File: config.mk
export PLATFORM = sky130hd
export DESIGN_NAME = fac_cfg
export DESIGN_NICKNAME = d
export VERILOG_FILES = /design/src/feedforward_audio_compressor_unit_macros.svh /design/src/fac_pkg.sv /design/src/fac_cfg.sv
export SDC_FILE = /design/constraint.sdc
export NUM_CORES = 1
export LEC_CHECK = 0
export BUFFER_PORTS_ARGS = -buffer_cell sky130_fd_sc_hd__buf_2
export CAP_MARGIN = 20
export CORE_MARGIN = 8
export CORE_UTILIZATION = 45
export DETAILED_ROUTE_END_ITERATION = 16
export PLACE_DENSITY_LB_ADDON = 0.25
export SLEW_MARGIN = 20
export SYNTH_ARGS = -nofsm -noshare
export SYNTH_HDL_FRONTEND = slang
export SYNTH_SLANG_ARGS = --single-unit
File: constraint.sdc
create_clock -name i_clk -period 2.5 [get_ports i_clk]
set_input_delay 0.125 -clock i_clk [delete_from_list [all_inputs] [get_ports i_clk]]
set_output_delay 0.125 -clock i_clk [all_outputs]
set_load 0.05 [all_outputs]
File: src/feedforward_audio_compressor_unit_macros.svh
// Assertion macros shared by the compressor RTL.
// Relies on i_clk and i_rst_n being in scope where a macro is used.
`ifndef FEEDFORWARD_AUDIO_COMPRESSOR_UNIT_MACROS_SVH
`define FEEDFORWARD_AUDIO_COMPRESSOR_UNIT_MACROS_SVH

// Condition holds at every clock edge out of reset.
`define FAC_ASSERT_ALWAYS(label, cond, msg) \
    label: assert property (@(posedge i_clk) disable iff (!i_rst_n) (cond)) \
        else $error(msg);

// Consequent holds in the cycle after the antecedent.
`define FAC_ASSERT_NEXT(label, ante, cons, msg) \
    label: assert property (@(posedge i_clk) disable iff (!i_rst_n) (ante) |=> (cons)) \
        else $error(msg);

`endif

File: src/fac_pkg.sv
// Package for the feedforward audio compressor: widths, item and config types,
// datapath op codes and the microcode program. No dependencies.
`timescale 1ns / 1ps

package fac_pkg;

    localparam int SAMPLE_BITS = 24;
    localparam int Q_W         = 24;   // Q1.23 level / gain width
    localparam int RATIO_W     = 16;
    localparam int DEPTH_W     = 16;
    localparam int COEF_W      = 25;   // Q1.24 coefficient incl. 1.0
    localparam int ENV_W       = 26;   // Q3.23 envelope
    localparam int CFG_DATA_W  = 25;
    localparam int CFG_IDX_W   = 3;

    localparam int MUL_A_W = ((SAMPLE_BITS > ENV_W) ? SAMPLE_BITS : ENV_W) + 1;
    localparam int MUL_B_W = COEF_W + 1;
    localparam int PROD_W  = MUL_A_W + MUL_B_W;

    localparam logic [Q_W-1:0]    ONE_Q23    = Q_W'(1) << 23;
    localparam logic [COEF_W-1:0] ONE_Q24    = COEF_W'(1) << 24;
    localparam logic [ENV_W-1:0]  MAX_SCALED = ENV_W'(1) << 25;

    localparam logic [23:0] THRESHOLD_RST = 24'd4278190;
    localparam logic [15:0] RATIO_RST     = 16'd10240;
    localparam logic [15:0] DEPTH_RST     = 16'd47186;
    localparam logic [23:0] FLOOR_RST     = 24'd4194304;
    localparam logic [24:0] ATTACK_RST    = 25'd16777;
    localparam logic [24:0] RELEASE_RST   = 25'd1678;

    typedef enum logic [CFG_IDX_W-1:0] {
        REG_THRESHOLD = 3'd0,
        REG_RATIO     = 3'd1,
        REG_DEPTH     = 3'd2,
        REG_FLOOR     = 3'd3,
        REG_ATTACK    = 3'd4,
        REG_RELEASE   = 3'd5
    } t_reg_idx;

    typedef struct packed {
        logic signed [SAMPLE_BITS-1:0] sample_in;
        logic                          block_end_in;
    } t_in_item;

    typedef struct packed {
        logic signed [SAMPLE_BITS-1:0] sample_out;
        logic [Q_W-1:0]                gain_applied;
        logic                          block_end_out;
    } t_out_item;

    // Config as seen by the datapath: floor and coefficients already clamped.
    typedef struct packed {
        logic [Q_W-1:0]     threshold;
        logic [RATIO_W-1:0] ratio_gain;
        logic [DEPTH_W-1:0] reduction_depth;
        logic [Q_W-1:0]     floor_gain;
        logic [COEF_W-1:0]  attack_coeff;
        logic [COEF_W-1:0]  release_coeff;
    } t_cfg;

    typedef enum logic [3:0] {
        OP_LOAD,
        OP_EXCESS,
        OP_MUL_RATIO,
        OP_SCALE,
        OP_MUL_COEF,
        OP_ENV,
        OP_MUL_DEPTH,
        OP_GAIN,
        OP_MUL_OUT,
        OP_EMIT
    } t_dp_op;

    typedef enum logic [1:0] {
        JMP_NEXT,
        JMP_WAIT_IN,
        JMP_WAIT_OUT
    } t_jmp;

    localparam int UPC_W = 4;
    typedef logic [UPC_W-1:0] t_upc;
    localparam t_upc UPC_LAST = t_upc'(9);

    typedef struct packed {
        t_dp_op op;
        t_jmp   jmp;
        t_upc   target;
    } t_uop;

    typedef struct packed {
        logic in_go;
        logic out_free;
    } t_cond;

    // Microcode program: one word per step.
    function automatic t_uop ucode_rom(input t_upc addr);
        t_uop w;
        w = '{op: OP_LOAD, jmp: JMP_WAIT_IN, target: t_upc'(1)};
        unique case (addr)
            4'd0: w = '{op: OP_LOAD,      jmp: JMP_WAIT_IN,  target: t_upc'(1)};
            4'd1: w = '{op: OP_EXCESS,    jmp: JMP_NEXT,     target: t_upc'(0)};
            4'd2: w = '{op: OP_MUL_RATIO, jmp: JMP_NEXT,     target: t_upc'(0)};
            4'd3: w = '{op: OP_SCALE,     jmp: JMP_NEXT,     target: t_upc'(0)};
            4'd4: w = '{op: OP_MUL_COEF,  jmp: JMP_NEXT,     target: t_upc'(0)};
            4'd5: w = '{op: OP_ENV,       jmp: JMP_NEXT,     target: t_upc'(0)};
            4'd6: w = '{op: OP_MUL_DEPTH, jmp: JMP_NEXT,     target: t_upc'(0)};
            4'd7: w = '{op: OP_GAIN,      jmp: JMP_NEXT,     target: t_upc'(0)};
            4'd8: w = '{op: OP_MUL_OUT,   jmp: JMP_NEXT,     target: t_upc'(0)};
            4'd9: w = '{op: OP_EMIT,      jmp: JMP_WAIT_OUT, target: t_upc'(0)};
            default: w = '{op: OP_LOAD, jmp: JMP_WAIT_IN, target: t_upc'(1)};
        endcase
        return w;
    endfunction

endpackage

File: src/fac_cfg.sv
// Configuration register file of the compressor, with clamping of floor and
// coefficients. Depends on fac_pkg.
`timescale 1ns / 1ps

module fac_cfg
    import fac_pkg::*;
(
    input  logic                  i_clk,
    input  logic                  i_rst_n,
    input  logic                  i_cfg_we,
    input  logic [CFG_IDX_W-1:0]  i_cfg_idx,
    input  logic [CFG_DATA_W-1:0] i_cfg_data,
    output t_cfg                  o_cfg
);

    logic [Q_W-1:0]     r_threshold;
    logic [RATIO_W-1:0] r_ratio;
    logic [DEPTH_W-1:0] r_depth;
    logic [Q_W-1:0]     r_floor;
    logic [COEF_W-1:0]  r_attack;
    logic [COEF_W-1:0]  r_release;

    always_ff @(posedge i_clk) begin
        if (!i_rst_n) begin
            r_threshold <= THRESHOLD_RST;
            r_ratio     <= RATIO_RST;
            r_depth     <= DEPTH_RST;
            r_floor     <= FLOOR_RST;
            r_attack    <= ATTACK_RST;
            r_release   <= RELEASE_RST;
        end else if (i_cfg_we) begin
            unique case (t_reg_idx'(i_cfg_idx))
                REG_THRESHOLD: r_threshold <= i_cfg_data[Q_W-1:0];
                REG_RATIO:     r_ratio     <= i_cfg_data[RATIO_W-1:0];
                REG_DEPTH:     r_depth     <= i_cfg_data[DEPTH_W-1:0];
                REG_FLOOR:     r_floor     <= i_cfg_data[Q_W-1:0];
                REG_ATTACK:    r_attack    <= i_cfg_data[COEF_W-1:0];
                REG_RELEASE:   r_release   <= i_cfg_data[COEF_W-1:0];
                default: ;     // unknown index: ignored
            endcase
        end
    end

    always_comb begin
        o_cfg.threshold       = r_threshold;
        o_cfg.ratio_gain      = r_ratio;
        o_cfg.reduction_depth = r_depth;
        o_cfg.floor_gain      = (r_floor > ONE_Q23) ? ONE_Q23 : r_floor;
        o_cfg.attack_coeff    = (r_attack > ONE_Q24) ? ONE_Q24 : r_attack;
        o_cfg.release_coeff   = (r_release > ONE_Q24) ? ONE_Q24 : r_release;
    end

endmodule

==> results of run 1 <==
metal layers:
metal	GRT usage [%]	vias to the layer above	part of all wire [%]
li1	-	2363	-
met1	27.2	2265	44
met2	31.6	202	44
met3	7.82	26	10
met4	8.81	0	2.2
met5	0	-	0
final cells by class:
| cell class | count | area, um^2 |
|---|---|---|
| clock buffers | 18 | 439 |
| clock inverters | 14 | 134 |
| fillers | 1126 | 5120 |
| multi-input cells | 473 | 2500 |
| flip-flops and latches | 130 | 2600 |
| well taps | 147 | 184 |
| repair buffers | 169 | 880 |
worst min-delay path by stage:
| stage | slack (ps) | depth (start not counted) | endpoint |
|---|---|---|---|
| 2_1_floorplan | 250 | 2 | r_attack[0] |
| 3_5_place_dp | 410 | 3 | r_attack[24] |
| 3_3_place_gp | 410 | 3 | r_release[24] |
| 4_1_cts | 7 | 3 | r_floor[21] |
| 6_report | 30 | 3 | r_floor[21] |
| 5_1_grt | 20 | 3 | r_floor[21] |
stage by stage:
stage	hold WS (ps)	util, %	setup slack [ps]
global route	23.8	56.8	482
floorplan	249	-	1110
finish	30.6	56.8	627
global placement	409	51.8	748
CTS	6.68	56.8	637
detailed placement	413	51.8	670
tightest hold or removal path: stages:
cell and delay, ps:
buf_2 150, nand2_1 70, a21boi_1 50
layout by cell type (no fill, tap or decap):
cell type      instances
clkinv_2               1
a21boi_1              21
clkbuf_8               1
nor4bb_2               1
inv_6                  2
nor4b_4                1
buf_4                  7
nand3_2                1
a21boi_0              77
and4b_1                2
clkbuf_16             17
clkinvlp_4             5
nand3_1               31
clkinv_4               5
nand4b_1               2
nand2_2                9
or4b_1                 1
buf_2                159
buf_6                  1
bufinv_16              1
nand2_4                1
nor2b_1               71
nand2_1              250
dlygate4sd3_1          2
and4bb_2               2
dfxtp_1              130
nand4bb_1              3
logic make-up after synthesis:
group,after synthesis,share of synthesized area [%]
simple gates,375,32.6
compound gates,98,13.7
flops,130,48.4
buf+inv,56,5.30
sequential cells by signal (all words and copies together), names as in the netlist:
name	count
r_floor	24
r_attack	25
r_depth	16
r_ratio	16
r_threshold	24
r_release	25
where the power goes:
part	switching [mW]	internal [mW]
clock	0.958	1.40
sequential	0.0326	2.12
combinational	0.393	0.134
==> results_dict.tcl, run 1 <==
set metrics [dict create \
    grt_pass1_vias 4783 \
    synth_cell_type_count 23 \
    cp.buffers_inverters 1 \
    grt_remaining_overflow 0 \
    fin_cells 951 \
    synthCells 659 \
    synth-edff-count 0 \
    fin_skew_ps 0 \
    syn_area_per_cell_um2 8.16 \
    cts-htree-levels 4 \
    grtUsageTotal_pct 21.2 \
    rr_worst_depth 2 \
    die-area_um2 15700 \
    startpoint_type "flop" \
    detail-route-antenna-nets 0 \
    synthFlopType "dfxtp_1" \
    syn2layout_area_growth_pct 25.2 \
    dp_cells 917 \
    final_area_um2 6740 \
    slowest_delay_ps 910 \
    rsz0062_at_grt "no" \
    grt_pass1_wl_um 26000 \
    row_count 40 \
    grt_max_degree 131 \
    worstPathMaxFanout 26 \
    cpMaxStageDelayCell "dfxtp_1" \
    post_cts_resized 0 \
    fin_total_pwr_mw 5.04 \
    fmax_mhz 534 \
    yosysWarnings 0 \
    reg2reg_from "r_release[24]" \
    arrival_ps 1750 \
    clock-sinks 130 \
    status "completed" \
    clock_latency_ps 410 \
    die_y_um 125 \
    drt_iter0_markers 509 \
    cts_root_buf "clkbuf_16" \
    reg2reg_slack_ps 1190 \
    cp-end-kind "output port" \
    path_delay_family "flip-flops" \
    antenna_found_initial 0 \
    hold_start "i_cfg_data[21]" \
    dp_hpwl_um 11400 \
    drtPass1Iterations 5 \
    fin_setup_tns_ps 0 \
    n_antenna_cell 0 \
    cts_tree "done" \
    p_per_area_nw_per_um2 749 \
    worst_hold_path_type "input port to flop" \
    clk_pin_slew_ps 60 \
    fin_crit_sh_pct 74.9 \
    io_pins 161 \
    drc 0 \
    place_area_um2 6140 \
    yosysMostFrequentCell "nand2_1" \
    synth-seq-area-share_pct 48.4 \
    gp_congestion 0.766 \
    critPathLaunch "r_release[24]" \
    worstMarginPinSlew_ps 1050 \
    dr_total_vias 4856 \
    reg2reg_to "r_release[24]" \
    critical_path_class "flop to output port" \
    ir_drop_uv 352 \
    wire_per_inst_um 17.8 \
    synth_common_cells "250 x nand2_1, 130 x dfxtp_1, 77 x a21boi_0, 71 x nor2b_1, 33 x clkbuf_1" \
    critical_path_depth 2 \
    syn-cell-area_um2 5380 \
    leakage_nw 2.97 \
    viasPerCell 5.11 \
    io_buffers 160 \
    fin_nets 822 \
    crit_path_end "o_cfg[22]" \
    cap_violations 0 \
    start_util_pct 45.3 \
    synth.top_cell.area_share_pct 48.4 \
    synth.largest_area_cell "dfxtp_1" \
    cts_buffers 17 \
    die-width_um 125 \
    maxSlewViolCount 0 \
    setup_violations 0 \
    cts_setup_buffers 0 \
    clk_path_buf_depth 2 \
    hold_violations 0 \
    core_area_um2 11900 \
    ys_seq_elements 130 \
    drive_above_1_share_pct 26.6 \
    postCtsHoldBufs 2 \
    finalWorstPathRequiredPeriod_ps 1870 \
    synthesis.nets 690 \
    synthTopCellsByArea "dfxtp_1 48%, nand2_1 17%, a21boi_0 11%" \
    crit_chain "nor2b_1 > buf_2" \
    synth-async-reset-ratio_pct 0 \
    required_ps 2380 \
    slew_headroom_pct 29.9 \
    routed_wirelength_um 16900 \
]
(Power assumes the default switching activity.)
==> inputs of run 2 (changes only) <==
clock period = 1.7 ns   (was 2.5 ns; I/O delays follow)
==> run 2 against run 1 <==
Critical path depth grew 1; sequential share of layout area shrank 1.2 points; global-route usage grew 0.35 points; sequential power grew 46%; clock skew is the same; first-iteration DRC count shrank 24%; clock-buffer cell count grew 3; utilization grew 1.8 points; largest cell class unchanged.
==> results_dict.tcl, run 2 (same netlist as run 1, synthesis figures left out) <==
set metrics [dict create \
    cts_root_buf "clkbuf_16" \
    fin_ws_ps 178 \
    clk_pin_slew_ps 60 \
    clk_path_buf_depth 2 \
    leakage_nw 3.08 \
    io_pins 161 \
    dp_hpwl_um 11600 \
    crit_chain "buf_4 > nor2b_1 > buf_2" \
    grt_max_degree 48 \
    postCtsHoldBufs 7 \
    cpMaxStageDelayCell "dfxtp_1" \
    die-width_um 125 \
    p_per_area_nw_per_um2 1140 \
    cts_buffers 17 \
    cts_tree "done" \
    reg2reg_slack_ps 780 \
    nFillCells 1107 \
    layout_top_registers "r_attack x25, r_release x25" \
    combinationalPowerShare_pct 10.1 \
    fmax_mhz 657 \
    antenna_found_initial 1 \
    slowest_delay_ps 350 \
    power.switching_mw 1.96 \
    hold_violations 0 \
    final_area_um2 6950 \
    io_buffers 160 \
    wire_per_inst_um 17.5 \
    drc 0 \
    detail-route-antenna-nets 0 \
    clock-sinks 130 \
    arrival_ps 1440 \
    cap_violations 0 \
    worst_hold_path_type "input port to flop" \
    dr_total_vias 4864 \
    worstMarginPinSlew_ps 543 \
    cts-htree-levels 4 \
    switching_share_pct 24.7 \
    required_ps 1620 \
    drtPass1Iterations 5 \
    final_common_cell "nand2_1" \
    drive_above_1_share_pct 27.3 \
    cp-end-kind "output port" \
    core_area_um2 11900 \
    start_util_pct 45.3 \
    grt_pass1_wl_um 26600 \
    critical_path_class "flop to output port" \
    post_cts_resized 0 \
    die_y_um 125 \
    fin_skew_ps 0 \
    syn2layout_area_growth_pct 29.1 \
    routed_wirelength_um 16900 \
    status "completed" \
    row_count 40 \
    intPower_mw 5.96 \
    place_ws_ps 308 \
    rsz0062_at_grt "no" \
    drt_iter0_markers 386 \
    maxSlewViolCount 0 \
    fin_crit_sh_pct 89.5 \
    clock_latency_ps 390 \
    startpoint_type "flop" \
    setup_violations 0 \
    p_seq_share_pct 40.0 \
    final_cell_mix "250 x nand2_1, 159 x buf_2, 130 x dfxtp_1, 77 x a21boi_0, 71 x nor2b_1" \
    fin_setup_tns_ps 0 \
    die-area_um2 15700 \
    slew_headroom_pct 63.8 \
    clkPwrFrac_pct 49.9 \
    gp_congestion 0.783 \
    n_antenna_cell 0 \
    viasPerCell 5.04 \
    fin_nets 836 \
    grtUsageTotal_pct 21.6 \
    grt_pass1_vias 4953 \
    grt_remaining_overflow 0 \
    worstPathMaxFanout 21 \
    place_area_um2 6220 \
    finalWorstPathRequiredPeriod_ps 1520 \
    cts_setup_buffers 0 \
    ir_drop_uv 483 \
]
## run 2: changes by cell type in the layout (fill, tap and decap cells not counted)
cell / change
bufinv_16: +3
inv_6: -2
clkinv_2: -1
buf_4: +9
clkinv_4: -2
dlygate4sd3_1: +5
clkinvlp_4: -1
buf_6: -1
clkbuf_8: +3
buf_12: +1
## run 2: layout make-up
type                            instances  area [um^2]  area share (%)
Sequential cell                       130         2600            37.5
Tap cell                              147          184            2.65
Multi-Input combinational cell        473         2500            36.0
Timing Repair Buffer                  183         1010            14.5
Clock inverter                         11          176            2.54
Clock buffer                           21          480            6.92
## run 2: worst paths after layout
| kind | start | to | depth (start not counted) |
|---|---|---|---|
| worst min-delay path | i_rst_n | r_depth[4] | 2 |
| worst min register to register | r_attack[23] | r_attack[23] | 2 |
| worst max register to register | r_floor[23] | r_floor[23] | 3 |
| worst max-delay path | r_release[24] | o_cfg[8] | 3 |
## run 2: stage by stage
step | power [mW] | cells | hold slack (ps) | util, %
global route | 8.16 | 965 | 13.4 | 58.6
global placement | 4.01 | 926 | 367 | 52.4
CTS | 7.97 | 965 | 3.93 | 58.6
finish | 7.91 | 965 | 19.6 | 58.6
detailed placement | 4.02 | 926 | 370 | 52.4
floorplan | 3.76 | 659 | 209 | -
## run 2: metal layers
| layer | up-vias | global-route usage [%] | share of wire [%] |
|---|---|---|---|
| li1 | 2390 | - | - |
| met1 | 2265 | 27.1 | 41 |
| met2 | 198 | 32.9 | 46 |
| met3 | 11 | 8.92 | 13 |
| met4 | 0 | 7.02 | 1.3 |
| met5 | - | 0 | 0 |
## run 2: critical path: cells and delay by family, from the launching register on
kind / cells / cell delay (ps)
buffers and inverters: 2 / 510
flip-flops: 1 / 350
AND/OR/NAND/NOR: 1 / 170
## run 2: power groups by stage
stage | logic [mW] | registers, mW | clock network, mW
after floorplan | 0.417 | 3.34 | 0
after global placement | 0.779 | 3.23 | 0
after detailed placement | 0.790 | 3.23 | 0
after CTS | 0.803 | 3.16 | 4.00
after global routing | 0.854 | 3.17 | 4.14
final | 0.800 | 3.16 | 3.95
==> inputs of run 3 (changes only) <==
BUFFER_PORTS_ARGS = not set   (was -buffer_cell sky130_fd_sc_hd__buf_2)
DONT_BUFFER_PORTS = 1   (was not set)
REMOVE_ABC_BUFFERS = 1   (was not set)
==> run 3 against run 2 <==
Critical path depth is the same; power shrank 4.7%; hold slack gained 12 ps; fmax shrank 2.4%; sequential power grew 2%; clock skew is the same; non-clock buffer count shrank 13; register-to-register slack lost 590 ps; first-iteration DRC count shrank 26%; via count shrank 0.47%; sequential share of layout area shrank 1.8 points; die area is the same; largest cell class unchanged.
==> results_dict.tcl, run 3 (same netlist as run 1, synthesis figures left out) <==
set metrics [dict create \
    top_usage_layer "met2" \
    final_common_cell "nand2_1" \
    grt_remaining_overflow 0 \
    io_buffers 0 \
    routed_wirelength_um 16900 \
    setup_violations 0 \
    wire_per_inst_um 17.8 \
    status "completed" \
    clock-sinks 130 \
    dp_cells 874 \
    rsz0062_at_grt "no" \
    n_antenna_cell 0 \
    cp-end-kind "output port" \
    cts-htree-levels 4 \
    hold_ws_ps 31.8 \
    worstMarginPinSlew_ps 598 \
    clock_latency_ps 410 \
    gp_congestion 0.762 \
    fin_nets 823 \
    die-area_um2 15700 \
    cts_tree "done" \
    grtUsageTotal_pct 21.7 \
    grt_max_degree 112 \
    syn2layout_area_growth_pct 35.7 \
    clkPwrFrac_pct 47.4 \
    crit_chain "buf_12 > nor2b_1 > buf_4" \
    grt_use_met1_pct 25.2 \
    ir_drop_uv 797 \
    cap_violations 0 \
    switching_share_pct 23.8 \
    viasPerCell 5.09 \
    detail-route-antenna-nets 0 \
    slowest_delay_ps 540 \
    cts_root_buf "clkbuf_16" \
    core_area_um2 11900 \
    layout_top_registers "r_attack x25, r_release x25" \
    fin_setup_tns_ps 0 \
    cpMaxStageDelayCell "dfxtp_1" \
    maxSlewViolCount 0 \
    arrival_ps 1470 \
    start_util_pct 45.3 \
    die_y_um 125 \
    gr-usage-met2_pct 36.7 \
    slew_headroom_pct 60.1 \
    worst_hold_path_type "input port to flop" \
    fin_total_pwr_mw 7.54 \
    row_count 40 \
    drive_above_1_share_pct 20.6 \
    worstPathMaxFanout 18 \
    drt_iter0_markers 286 \
    met3_usage_pct 7.69 \
    combinationalPowerShare_pct 9.8 \
    io_pins 161 \
    clk_pin_slew_ps 50 \
    hold_violations 0 \
    die-width_um 125 \
    fin_cells 952 \
    dp_hpwl_um 10600 \
    required_ps 1620 \
    dr_total_vias 4841 \
    drc 0 \
    fin_crit_sh_pct 91.7 \
    cts_buffers 17 \
    grt_pass1_wl_um 27000 \
    finalWorstPathRequiredPeriod_ps 1560 \
    grt_pass1_vias 4899 \
    intPower_mw 5.74 \
    power.switching_mw 1.79 \
    final_cell_mix "250 x nand2_1, 130 x dfxtp_1, 123 x buf_4, 77 x a21boi_0, 71 x nor2b_1" \
    drtPass1Iterations 4 \
    critical_path_class "flop to output port" \
    clk_path_buf_depth 2 \
    p_per_area_nw_per_um2 1030 \
    leakage_nw 3.02 \
    fin_skew_ps 0 \
    startpoint_type "flop" \
    fmax_mhz 641 \
    p_seq_share_pct 42.8 \
    antenna_found_initial 0 \
]
-- run 3: power by group through the flow --
stage                     sequential, mW  clock (mW)  combinational, mW
after detailed placement            3.29           0              0.592
after CTS                           3.22        3.63              0.744
after floorplan                     3.35           0              0.342
final                               3.22        3.57              0.742
after global placement              3.28           0              0.581
after global routing                3.23        3.76              0.792
-- run 3: final timing paths --
path                start  cells after the start  slack (ps)         endpoint
max          r_attack[24]                      3         140        o_cfg[34]
min          i_cfg_idx[1]                      4          30  r_threshold[12]
max reg2reg    r_depth[4]                      3         190       r_depth[4]
min reg2reg  r_attack[23]                      2         450     r_attack[23]
-- run 3: timing repair --
item | 4_1_cts | 5_1_grt
gates resized for setup | 0 | 0
buffers inserted | 0 | 0
hold buffers | 46 | 0
endpoints found under the hold margin | 130 | 0
-- run 3: layout make-up --
class | count | area, um^2
fillers | 1042 | 4560
clock inverters | 4 | 70.1
multi-input cells | 473 | 2510
repair buffers | 170 | 1420
well taps | 147 | 184
flip-flops and latches | 130 | 2600
clock buffers | 28 | 517
-- run 3: per-layer routing --
| layer | part of all wire [%] | up-vias | routed length [um] |
|---|---|---|---|
| li1 | - | 2365 | - |
| met1 | 42 | 2332 | 7170 |
| met2 | 49 | 123 | 8310 |
| met3 | 7.0 | 21 | 1190 |
| met4 | 1.6 | 0 | 274 |
| met5 | 0 | - | 0 |
-- run 3: metrics by stage --
step | worst slack (ps) | area [um^2] | utilization, %
finish | 141 | 7300 | 61.6
global route | 74.0 | 7300 | 61.6
CTS | 134 | 7300 | 61.6
detailed placement | 538 | 6240 | 52.6
global placement | 574 | 6240 | 52.6
floorplan | 49.5 | 5090 | -
-- run 3: critical path: cells and delay by family, from the launching register on --
family / cells / cell delay, ps
flops: 1 / 540
simple gates: 1 / 80
buf+inv: 2 / 430
