<file path="src/feedforward_audio_compressor_unit_macros.svh">
// Assertion macros shared by the compressor RTL.
// Relies on i_clk and i_rst_n being in scope where a macro is used.
`ifndef FEEDFORWARD_AUDIO_COMPRESSOR_UNIT_MACROS_SVH
`define FEEDFORWARD_AUDIO_COMPRESSOR_UNIT_MACROS_SVH

// Condition holds at every clock edge out of reset.
`define FAC_ASSERT_ALWAYS(label, cond, msg) \
    label: assert property (@(posedge i_clk) disable iff (!i_rst_n) (cond)) \
        else $error(msg);

// Consequent holds in the cycle after the antecedent.
`define FAC_ASSERT_NEXT(label, ante, cons, msg) \
    label: assert property (@(posedge i_clk) disable iff (!i_rst_n) (ante) |=> (cons)) \
        else $error(msg);

`endif

</file>
<file path="src/fac_pkg.sv">
// Package for the feedforward audio compressor: widths, item and config types,
// datapath op codes and the microcode program. No dependencies.
`timescale 1ns / 1ps

package fac_pkg;

    localparam int SAMPLE_BITS = 24;
    localparam int Q_W         = 24;   // Q1.23 level / gain width
    localparam int RATIO_W     = 16;
    localparam int DEPTH_W     = 16;
    localparam int COEF_W      = 25;   // Q1.24 coefficient incl. 1.0
    localparam int ENV_W       = 26;   // Q3.23 envelope
    localparam int CFG_DATA_W  = 25;
    localparam int CFG_IDX_W   = 3;

    localparam int MUL_A_W = ((SAMPLE_BITS > ENV_W) ? SAMPLE_BITS : ENV_W) + 1;
    localparam int MUL_B_W = COEF_W + 1;
    localparam int PROD_W  = MUL_A_W + MUL_B_W;

    localparam logic [Q_W-1:0]    ONE_Q23    = Q_W'(1) << 23;
    localparam logic [COEF_W-1:0] ONE_Q24    = COEF_W'(1) << 24;
    localparam logic [ENV_W-1:0]  MAX_SCALED = ENV_W'(1) << 25;

    localparam logic [23:0] THRESHOLD_RST = 24'd4278190;
    localparam logic [15:0] RATIO_RST     = 16'd10240;
    localparam logic [15:0] DEPTH_RST     = 16'd47186;
    localparam logic [23:0] FLOOR_RST     = 24'd4194304;
    localparam logic [24:0] ATTACK_RST    = 25'd16777;
    localparam logic [24:0] RELEASE_RST   = 25'd1678;

    typedef enum logic [CFG_IDX_W-1:0] {
        REG_THRESHOLD = 3'd0,
        REG_RATIO     = 3'd1,
        REG_DEPTH     = 3'd2,
        REG_FLOOR     = 3'd3,
        REG_ATTACK    = 3'd4,
        REG_RELEASE   = 3'd5
    } t_reg_idx;

    typedef struct packed {
        logic signed [SAMPLE_BITS-1:0] sample_in;
        logic                          block_end_in;
    } t_in_item;

    typedef struct packed {
        logic signed [SAMPLE_BITS-1:0] sample_out;
        logic [Q_W-1:0]                gain_applied;
        logic                          block_end_out;
    } t_out_item;

    // Config as seen by the datapath: floor and coefficients already clamped.
    typedef struct packed {
        logic [Q_W-1:0]     threshold;
        logic [RATIO_W-1:0] ratio_gain;
        logic [DEPTH_W-1:0] reduction_depth;
        logic [Q_W-1:0]     floor_gain;
        logic [COEF_W-1:0]  attack_coeff;
        logic [COEF_W-1:0]  release_coeff;
    } t_cfg;

    typedef enum logic [3:0] {
        OP_LOAD,
        OP_EXCESS,
        OP_MUL_RATIO,
        OP_SCALE,
        OP_MUL_COEF,
        OP_ENV,
        OP_MUL_DEPTH,
        OP_GAIN,
        OP_MUL_OUT,
        OP_EMIT
    } t_dp_op;

    typedef enum logic [1:0] {
        JMP_NEXT,
        JMP_WAIT_IN,
        JMP_WAIT_OUT
    } t_jmp;

    localparam int UPC_W = 4;
    typedef logic [UPC_W-1:0] t_upc;
    localparam t_upc UPC_LAST = t_upc'(9);

    typedef struct packed {
        t_dp_op op;
        t_jmp   jmp;
        t_upc   target;
    } t_uop;

    typedef struct packed {
        logic in_go;
        logic out_free;
    } t_cond;

    // Microcode program: one word per step.
    function automatic t_uop ucode_rom(input t_upc addr);
        t_uop w;
        w = '{op: OP_LOAD, jmp: JMP_WAIT_IN, target: t_upc'(1)};
        unique case (addr)
            4'd0: w = '{op: OP_LOAD,      jmp: JMP_WAIT_IN,  target: t_upc'(1)};
            4'd1: w = '{op: OP_EXCESS,    jmp: JMP_NEXT,     target: t_upc'(0)};
            4'd2: w = '{op: OP_MUL_RATIO, jmp: JMP_NEXT,     target: t_upc'(0)};
            4'd3: w = '{op: OP_SCALE,     jmp: JMP_NEXT,     target: t_upc'(0)};
            4'd4: w = '{op: OP_MUL_COEF,  jmp: JMP_NEXT,     target: t_upc'(0)};
            4'd5: w = '{op: OP_ENV,       jmp: JMP_NEXT,     target: t_upc'(0)};
            4'd6: w = '{op: OP_MUL_DEPTH, jmp: JMP_NEXT,     target: t_upc'(0)};
            4'd7: w = '{op: OP_GAIN,      jmp: JMP_NEXT,     target: t_upc'(0)};
            4'd8: w = '{op: OP_MUL_OUT,   jmp: JMP_NEXT,     target: t_upc'(0)};
            4'd9: w = '{op: OP_EMIT,      jmp: JMP_WAIT_OUT, target: t_upc'(0)};
            default: w = '{op: OP_LOAD, jmp: JMP_WAIT_IN, target: t_upc'(1)};
        endcase
        return w;
    endfunction

endpackage

</file>
<file path="src/fac_useq.sv">
// Microcode sequencer: step counter, program ROM and conditional jumps.
// Depends on fac_pkg and the assertion macro header.
`timescale 1ns / 1ps
`include "feedforward_audio_compressor_unit_macros.svh"

module fac_useq
    import fac_pkg::*;
(
    input  logic  i_clk,
    input  logic  i_rst_n,
    input  t_cond i_cond,
    output t_uop  o_uop
);

    t_upc r_upc;
    t_upc n_upc;
    t_uop uop;

    assign uop   = ucode_rom(r_upc);
    assign o_uop = uop;

    always_comb begin
        n_upc = r_upc;
        unique case (uop.jmp)
            JMP_NEXT:     n_upc = r_upc + t_upc'(1);
            JMP_WAIT_IN:  n_upc = i_cond.in_go ? uop.target : r_upc;
            JMP_WAIT_OUT: n_upc = i_cond.out_free ? uop.target : r_upc;
            default:      n_upc = r_upc;
        endcase
    end

    always_ff @(posedge i_clk) begin
        if (!i_rst_n) begin
            r_upc <= '0;
        end else begin
            r_upc <= n_upc;
        end
    end

    `FAC_ASSERT_ALWAYS(a_upc_in_program, r_upc <= UPC_LAST, "step counter left the program")

endmodule

</file>
<file path="config.mk">
export PLATFORM = sky130hd
export DESIGN_NAME = fac_useq
export DESIGN_NICKNAME = d
export VERILOG_FILES = /design/src/fac_pkg.sv /design/src/fac_useq.sv
export VERILOG_INCLUDE_DIRS = /design/src /design/src/src
export SDC_FILE = /design/constraint.sdc
export NUM_CORES = 1
export LEC_CHECK = 0
export BUFFER_PORTS_ARGS = -buffer_cell sky130_fd_sc_hd__buf_2
export CAP_MARGIN = 20
export CORE_AREA = 2 2 40 42
export CTS_CLUSTER_SIZE = 12
export DETAILED_ROUTE_END_ITERATION = 12
export DIE_AREA = 0 0 42 44
export PLACE_DENSITY_LB_ADDON = 0.15
export SETUP_SLACK_MARGIN = 0.15
export SKIP_LAST_GASP = 1
export SLEW_MARGIN = 10
export SYNTH_ARGS = -nofsm -noshare
export SYNTH_HDL_FRONTEND = slang
export SYNTH_SLANG_ARGS = --single-unit
</file>
<file path="constraint.sdc">
create_clock -name i_clk -period 2.2 [get_ports i_clk]
set_input_delay 0.44 -clock i_clk [delete_from_list [all_inputs] [get_ports i_clk]]
set_output_delay 0.44 -clock i_clk [all_outputs]
set_load 0.005 [all_outputs]
</file>
==> impl_metrics.py, run 1 <==
metrics = {
    "run_status": {
        "status": "finished clean",
    },
    "hold_path": {
        "hold_depth": 2,
        "hold_class": "reg2reg",
        "hold_end": "o_uop[7]",
        "hp-start": "r_upc[3]",
    },
    "timing": {
        "whs_ns": 0.549,
        "rsz0062_at_grt": "false",
        "period_share": 0.882,
        "period_minus_slack_ns": 1.94,
        "clock_skew_ns": 0.000580,
        "fin_setup_tns_ns": 0,
        "fmax_mhz": 515,
        "setup_viol": 0,
        "hold_viol_final": 0,
        "slew_viol_final": 0,
    },
    "die": {
        "ios": 14,
        "die_width_um": 42,
        "num_rows": 14,
        "initial_utilization": 0.377,
        "core_area_mm2": 0.00142,
        "dieHeight_um": 44,
        "die_area_mm2": 0.00185,
    },
    "grt": {
        "track_usage": 0.128,
        "grt_first_pass_wirelength_um": 1750,
        "antenna_found_initial": 0,
        "grt_max_degree": 8,
        "use_met3": 0.0250,
        "grt_busiest_layer": "met2",
        "grt_pass1_vias": 403,
        "grt_overflow_total": 0,
        "grt_use_met1": 0.170,
        "grt_use_met2": 0.181,
    },
    "cts": {
        "cts_htree_levels": 1,
        "cts_max_path_buffers": 2,
        "cts.clk_slew.worst_paths_ns": 0.06,
        "postCtsHoldBufs": 0,
        "tritoncts": "done",
        "numClockSinks": 10,
        "cts_root_buf": "clkbuf_4",
        "numCtsBuffers": 3,
        "clk_latency_ns": 0.25,
    },
    "synth": {
        "ys.flop_type": "dfxtp_1",
        "synth_seq_cells": 10,
        "ys_seq_area_frac": 0.374,
        "synth_edf_count": 0,
        "ys_async_sr_fraction": 0,
        "synth_area_um2": 536,
        "syn_area_per_cell_um2": 9.56,
        "yosysWarningCount": 0,
        "yosys.cell_types.count": 29,
        "synth_cells": 56,
    },
    "finish": {
        "final_cell_mix": "10 x buf_2, 9 x dfxtp_1, 6 x inv_1",
        "final_core_util": 0.446,
        "final_nets": 79,
        "diodes": 0,
        "layout_commonest_cell": "buf_2",
        "area_growth_pct": 18.2,
        "drive_gt1_frac": 0.319,
    },
    "setup_path": {
        "r2r_start": "o_uop[4]",
        "r2r_slack_ns": 0.26,
        "rr_worst_depth": 7,
        "r2r_end": "o_uop[4]",
        "cp.required_ns": 2.32,
        "criticalPathCategory": "reg2reg",
        "critical_path.max_fanout": 6,
        "cp-start-kind": "flop",
        "cp-end-kind": "flop",
        "arrival_ns": 2.06,
    },
    "place": {
        "place_hpwl_um": 746,
        "io_buffers": 10,
        "place.gp.congestion": 0.650,
    },
    "detailed_routing": {
        "vias_per_cell": 4.91,
        "wire_per_inst_um": 11.2,
        "ant_nets": 0,
        "drtIter0Drc": 4,
        "drt-pass1-iter-count": 2,
        "num_vias": 417,
        "totalWireLength_um": 956,
        "drc": 0,
    },
    "power": {
        "vdd_drop_max_mv": 0.406,
        "power.density_cell_area_mw_per_mm2": 888,
        "leakagePower_nw": 0.333,
    },
    "flow_run": {
        "maxCapViolCount": 0,
    },
}
==> metal layers <==
| layer | share of wire | vias to the layer above |
|---|---|---|
| met5 | 0 | - |
| met4 | 0.010 | 0 |
| met3 | 0.023 | 2 |
| met2 | 0.45 | 5 |
| met1 | 0.52 | 195 |
| li1 | - | 215 |
==> cells in the mapped netlist (2+ instances only) <==
cell	instances	area (um2)
dfxtp_1	10	200
inv_1	6	22.5
nor2_1	5	18.8
buf_4	4	30.0
ha_1	4	50.1
nand2_1	2	7.51
nor2b_4	2	27.5
nor4_1	2	12.5
==> area by class of cell <==
| type | count | area, um2 |
|---|---|---|
| Fill cell | 148 | 786 |
| Multi-Input combinational cell | 38 | 302 |
| Sequential cell | 10 | 201 |
| Timing Repair Buffer | 12 | 65.1 |
| Clock buffer | 3 | 22.5 |
| Inverter | 6 | 22.5 |
| Tap cell | 16 | 20.0 |
==> power breakdown <==
| part | total (mW) | switching [mW] | internal [mW] |
|---|---|---|---|
| combinational | 0.213 | 0.104 | 0.109 |
| sequential | 0.236 | 0.0244 | 0.211 |
| clock | 0.114 | 0.0510 | 0.0625 |
==> cells by family after synthesis <==
logic type	share of synthesized area
buf+inv	0.0981
compound gates	0.135
fa+ha+maj	0.0935
flops	0.374
simple gates	0.257
other cells	0.00700
xor+xnor	0.0164
mux	0.0187
==> flip-flops by register name (all words and copies together), names as in the netlist <==
register	cells
r_upc	4
o_uop	6
==> repair_timing <==
item	4_1_cts	5_1_grt
pin swaps	0	1
gates resized for setup	2	0
buffers inserted	0	0
hold endpoints to repair	0	0
setup endpoints to repair	1	3
==> critical path: stages (launching register included) <==
cell and delay [ns]:
dfxtp_2 0.37, inv_1 0.07, ha_1 0.31, nor2b_1 0.13, or4_4 0.42, a32oi_4 0.24, nand2_2 0.13, mux2i_1 0.14
==> through the flow <==
stage / cells / setup WS [ns] / instance area, um2 / total power [mW]
final: 85 / 0.259 / 633 / 0.562
after CTS: 85 / 0.187 / 633 / 0.573
after floorplan: 58 / 0.235 / 543 / 0.381
after global routing: 85 / 0.150 / 633 / 0.611
after detailed placement: 82 / 0.119 / 598 / 0.444
after global placement: 82 / 0.170 / 598 / 0.441
==> worst max-delay path by stage <==
| stage | depth (start not counted) | from | end | slack, ns |
|---|---|---|---|---|
| after global routing | 7 | o_uop[4] | o_uop[4] | 0.15 |
| after floorplan | 7 | o_uop[4] | o_uop[4] | 0.23 |
| final | 7 | o_uop[4] | o_uop[4] | 0.26 |
| after global placement | 7 | o_uop[4] | o_uop[4] | 0.17 |
| after CTS | 7 | o_uop[4] | o_uop[4] | 0.19 |
| after detailed placement | 7 | o_uop[4] | o_uop[4] | 0.12 |
No activity file was read; power rests on OpenSTA's default activity.
==> inputs of run 2 (changes only) <==
--- a/config.mk
+++ b/config.mk
@@ -13,6 +13,7 @@
 export DETAILED_ROUTE_END_ITERATION = 12
 export DIE_AREA = 0 0 42 44
 export PLACE_DENSITY_LB_ADDON = 0.15
+export REMOVE_ABC_BUFFERS = 1
 export SETUP_SLACK_MARGIN = 0.15
 export SKIP_LAST_GASP = 1
 export SLEW_MARGIN = 10
==> run 2 against run 1 <==
Sequential share of layout area is 0.54 points lower; combinational power hardly changed; sequential power hardly changed; die area stayed put; via count is 2.6% lower; final area is 2.4% higher; global-route usage is 2.0 points lower; worst setup slack worse by 0.023 ns; count of clock-buffer cells in the layout is 1 higher; hold slack worse by 0.021 ns; clock skew is 0.0048 ns higher.
==> impl_metrics.py, run 2 (synthesized netlist as in run 1, its figures left out) <==
metrics = {
    "detailed_routing": {
        "drt-pass1-iter-count": 3,
        "wire_per_inst_um": 10.9,
        "totalWireLength_um": 939,
        "ant_nets": 0,
        "num_vias": 406,
        "drc": 0,
        "vias_per_cell": 4.72,
        "drtIter0Drc": 11,
    },
    "timing": {
        "hold_viol_final": 0,
        "slew_viol_final": 0,
        "period_share": 0.892,
        "fmax_mhz": 509,
        "clock_skew_ns": 0.00538,
        "fin_setup_tns_ns": 0,
        "setup_viol": 0,
        "period_minus_slack_ns": 1.96,
        "rsz0062_at_grt": "false",
    },
    "setup_path": {
        "cp-start-kind": "flop",
        "crit_slowest_cell": "or4_4",
        "cp_cell_sequence": "inv_1 -> ha_1 -> nor2b_1 -> or4_4 -> a32oi_4 -> nand2_2 -> mux2i_1",
        "criticalPathCategory": "reg2reg",
        "cp_top_family": "simple AND/OR/NAND/NOR gates",
        "path_buf_inv": 1,
        "cp-end-kind": "flop",
        "cpPeakStageDelay_ns": 0.43,
        "arrival_ns": 2.09,
        "cp.required_ns": 2.33,
        "critical_path.max_fanout": 6,
    },
    "finish": {
        "layout_commonest_cell": "buf_2",
        "final_cell_mix": "10 x buf_2, 8 x dfxtp_1, 6 x inv_1",
        "area_growth_pct": 21.0,
        "final_nets": 79,
        "largest_register_ffs": 6,
        "diodes": 0,
        "fin_cells": 86,
        "drive_gt1_frac": 0.343,
    },
    "cts": {
        "cts_root_buf": "clkbuf_4",
        "numCtsBuffers": 3,
        "postCtsHoldBufs": 0,
        "numClockSinks": 10,
        "clk_latency_ns": 0.26,
        "cts_htree_levels": 1,
        "cts.clk_slew.worst_paths_ns": 0.06,
        "tritoncts": "done",
        "cts_max_path_buffers": 2,
    },
    "grt": {
        "grt_pass1_vias": 355,
        "grt_max_degree": 8,
        "antenna_found_initial": 0,
        "grt_overflow_total": 0,
        "grt_first_pass_wirelength_um": 1510,
        "track_usage": 0.108,
    },
    "place": {
        "dp.cells": 82,
        "place.gp.congestion": 0.689,
        "io_buffers": 10,
        "place_hpwl_um": 737,
    },
    "die": {
        "die_width_um": 42,
        "die_area_mm2": 0.00185,
        "core_area_mm2": 0.00142,
        "ios": 14,
        "dieHeight_um": 44,
        "initial_utilization": 0.377,
        "num_rows": 14,
    },
    "power": {
        "power.density_cell_area_mw_per_mm2": 939,
        "vdd_drop_max_mv": 0.530,
        "leakagePower_nw": 0.341,
    },
    "flow_run": {
        "maxCapViolCount": 0,
    },
    "run_status": {
        "status": "finished clean",
    },
    "hold_path": {
        "hold_class": "in2reg",
    },
}
-- run 2: cell types whose count changed in the layout (fill, tap and decap cells not counted) --
cell,previous run,this run
clkbuf_8,0,1
dfxtp_1,9,8
dfxtp_2,1,2
-- run 2: metal layers --
layer,vias to the layer above,global-route usage,routed length [um]
li1,215,-,-
met1,180,0.141,434
met2,9,0.163,454
met3,2,0.0167,44
met4,0,0.0774,5
met5,-,0,0
-- run 2: area by class of cell --
cell class / count / area, um2
multi-input combinational: 38 / 302
timing repair buffer: 12 / 65.1
clock buffer: 4 / 36.3
fill: 148 / 771
inverter: 6 / 22.5
sequential: 10 / 203
tap: 16 / 20.0
-- run 2: per-stage QoR --
step	power, mW	util	cell area [um2]	hold slack, ns	worst slack [ns]
finish	0.609	0.457	648	0.528	0.237
global route	0.651	0.457	648	0.544	0.140
CTS	0.609	0.448	636	0.516	0.223
detailed placement	0.443	0.422	598	0.541	0.151
global placement	0.441	0.422	598	0.546	0.200
floorplan	0.366	-	513	0.494	0.214
-- run 2: worst min-delay path, delay by kind of cell --
family	cells	cell delay [ns]
buf+inv	2	0.19
compound gates	1	0.13
-- run 2: final timing paths --
check,slack (ns),cells after the start,endpoint,start
setup / recovery,0.24,7,o_uop[4],o_uop[4]
hold / removal,0.53,3,r_upc[2],i_rst_n
setup reg to reg,0.24,7,o_uop[4],o_uop[4]
hold reg to reg,0.55,2,o_uop[7],r_upc[3]
-- run 2: timing repair --
| action | 4_1_cts | 5_1_grt |
|---|---|---|
| setup buffers | 0 | 0 |
| setup endpoints to repair | 1 | 3 |
| pin swaps | 0 | 1 |
| gates resized for setup | 1 | 2 |
-- run 2: power breakdown --
| part | internal, mW | switching (mW) | total (mW) |
|---|---|---|---|
| sequential | 0.211 | 0.0253 | 0.237 |
| clock | 0.100 | 0.0589 | 0.159 |
| combinational | 0.108 | 0.105 | 0.213 |
| total | 0.420 | 0.189 | 0.609 |
==> inputs of run 3 (changes only) <==
--- a/config.mk
+++ b/config.mk
@@ -12,7 +12,7 @@
 export CTS_CLUSTER_SIZE = 12
 export DETAILED_ROUTE_END_ITERATION = 12
 export DIE_AREA = 0 0 42 44
-export PLACE_DENSITY_LB_ADDON = 0.15
+export PLACE_DENSITY = 0.6
 export REMOVE_ABC_BUFFERS = 1
 export SETUP_SLACK_MARGIN = 0.15
 export SKIP_LAST_GASP = 1
==> run 3 against run 2 <==
Final cell count shrank 1.2%; register-to-register slack is essentially flat; sequential share of layout area grew 0.54 points; clock power shrank 25%.
==> impl_metrics.py, run 3 (synthesized netlist as in run 1, its figures left out) <==
metrics = {
    "timing": {
        "period_share": 0.897,
        "setup_viol": 0,
        "slew_viol_final": 0,
        "hold_viol_final": 0,
        "fmax_mhz": 507,
        "worst_slack_ns": 0.228,
        "fin_setup_tns_ns": 0,
        "period_minus_slack_ns": 1.97,
        "rsz0062_at_grt": "false",
        "clock_skew_ns": 0.00204,
    },
    "finish": {
        "fill_cells": 148,
        "fin_cells": 85,
        "diodes": 0,
        "final_nets": 79,
        "final_core_util": 0.446,
        "multi_input_area_um2": 302,
        "largest_register_ffs": 6,
        "area_growth_pct": 18.2,
        "drive_gt1_frac": 0.319,
        "layout_commonest_cell": "buf_2",
        "seq_area_um2": 201,
        "final_cell_mix": "10 x buf_2, 9 x dfxtp_1, 6 x inv_1",
    },
    "setup_path": {
        "rr_worst_depth": 7,
        "r2r_end": "o_uop[4]",
        "cp-end-kind": "flop",
        "cp-start-kind": "flop",
        "r2r_start": "o_uop[4]",
        "arrival_ns": 2.11,
        "cp.required_ns": 2.33,
        "criticalPathCategory": "reg2reg",
        "critical_path.max_fanout": 6,
        "r2r_slack_ns": 0.23,
    },
    "power": {
        "intPower_uw": 382,
        "p_total_uw": 565,
        "vdd_drop_max_mv": 0.479,
        "p_comb_frac": 0.373,
        "power.density_cell_area_mw_per_mm2": 892,
        "leakagePower_nw": 0.333,
        "p_sw_uw": 183,
        "clkPwrFrac": 0.212,
        "pwr-share-seq": 0.416,
        "switching_share": 0.324,
    },
    "hold_path": {
        "hold_end": "o_uop[7]",
        "hold_class": "reg2reg",
        "hp-start": "r_upc[3]",
        "hold_depth": 2,
    },
    "cts": {
        "cts_max_path_buffers": 2,
        "numClockSinks": 10,
        "cts_setup_buffers": 0,
        "tritoncts": "done",
        "numCtsBuffers": 3,
        "clk_latency_ns": 0.26,
        "cts.clk_slew.worst_paths_ns": 0.06,
        "cts_root_buf": "clkbuf_4",
        "cts_htree_levels": 1,
    },
    "die": {
        "num_rows": 14,
        "die_width_um": 42,
        "initial_utilization": 0.377,
        "die_area_mm2": 0.00185,
        "core_area_mm2": 0.00142,
        "dieHeight_um": 44,
        "ios": 14,
    },
    "grt": {
        "grt_first_pass_wirelength_um": 1400,
        "grt_max_degree": 8,
        "antenna_found_initial": 0,
        "track_usage": 0.104,
        "grt_pass1_vias": 354,
        "grt_overflow_total": 0,
    },
    "place": {
        "dp.cells": 82,
        "place.gp.congestion": 0.758,
        "place_hpwl_um": 717,
        "io_buffers": 10,
        "place_ws_ns": 0.169,
    },
    "detailed_routing": {
        "vias_per_cell": 4.84,
        "wire_per_inst_um": 10.9,
        "num_vias": 411,
        "totalWireLength_um": 927,
        "ant_nets": 0,
        "drtIter0Drc": 5,
        "drc": 0,
        "drt-pass1-iter-count": 2,
    },
    "run_status": {
        "status": "finished clean",
    },
    "flow_run": {
        "maxCapViolCount": 0,
    },
}
run 3: power groups by stage:
stage / combinational (mW) / sequential (mW) / clock [mW]
global placement: 0.204 / 0.235 / 0
floorplan: 0.129 / 0.237 / 0
global route: 0.232 / 0.237 / 0.128
CTS: 0.206 / 0.233 / 0.124
finish: 0.210 / 0.235 / 0.120
detailed placement: 0.204 / 0.238 / 0
run 3: area by class of cell:
class                           instances  area share
Sequential cell                        10       0.318
Timing Repair Buffer                   12       0.103
Multi-Input combinational cell         38       0.476
Clock buffer                            3      0.0356
Tap cell                               16      0.0316
Inverter                                6      0.0356
run 3: metrics by stage:
stage | instance area (um2) | hold WS [ns]
2_1_floorplan | 513 | 0.494
3_3_place_gp | 598 | 0.524
3_5_place_dp | 598 | 0.537
4_1_cts | 621 | 0.548
5_1_grt | 633 | 0.570
6_report | 633 | 0.548
run 3: worst max-delay path, cell delays in order (launching register included):
cell and delay [ns]:
dfxtp_2 0.37, inv_1 0.06, ha_1 0.30, nor2b_1 0.14, or4_4 0.43, a32oi_4 0.28
nand2_2 0.12, mux2i_1 0.14
run 3: timing repair:
item | in CTS | in global routing
endpoints found under the setup margin | 0 | 3
resized for setup | 0 | 2
hold buffers | 0 | 0
run 3: worst max-delay path by stage:
stage,from,end,slack [ns],cells past startpoint
2_1_floorplan,o_uop[4],o_uop[4],0.21,7
3_3_place_gp,o_uop[4],o_uop[4],0.20,7
3_5_place_dp,o_uop[4],o_uop[4],0.17,7
6_report,o_uop[4],o_uop[4],0.23,7
4_1_cts,o_uop[4],o_uop[4],0.16,7
5_1_grt,o_uop[5],o_uop[4],0.17,7
run 3: layer usage:
layer	global-route usage	vias up	part of all wire	wire [um]
met5	0	-	0	0
met4	0.0968	0	0	0
met3	0.0125	0	0.041	38
met2	0.163	8	0.49	455
met1	0.125	190	0.47	432
li1	-	213	-	-
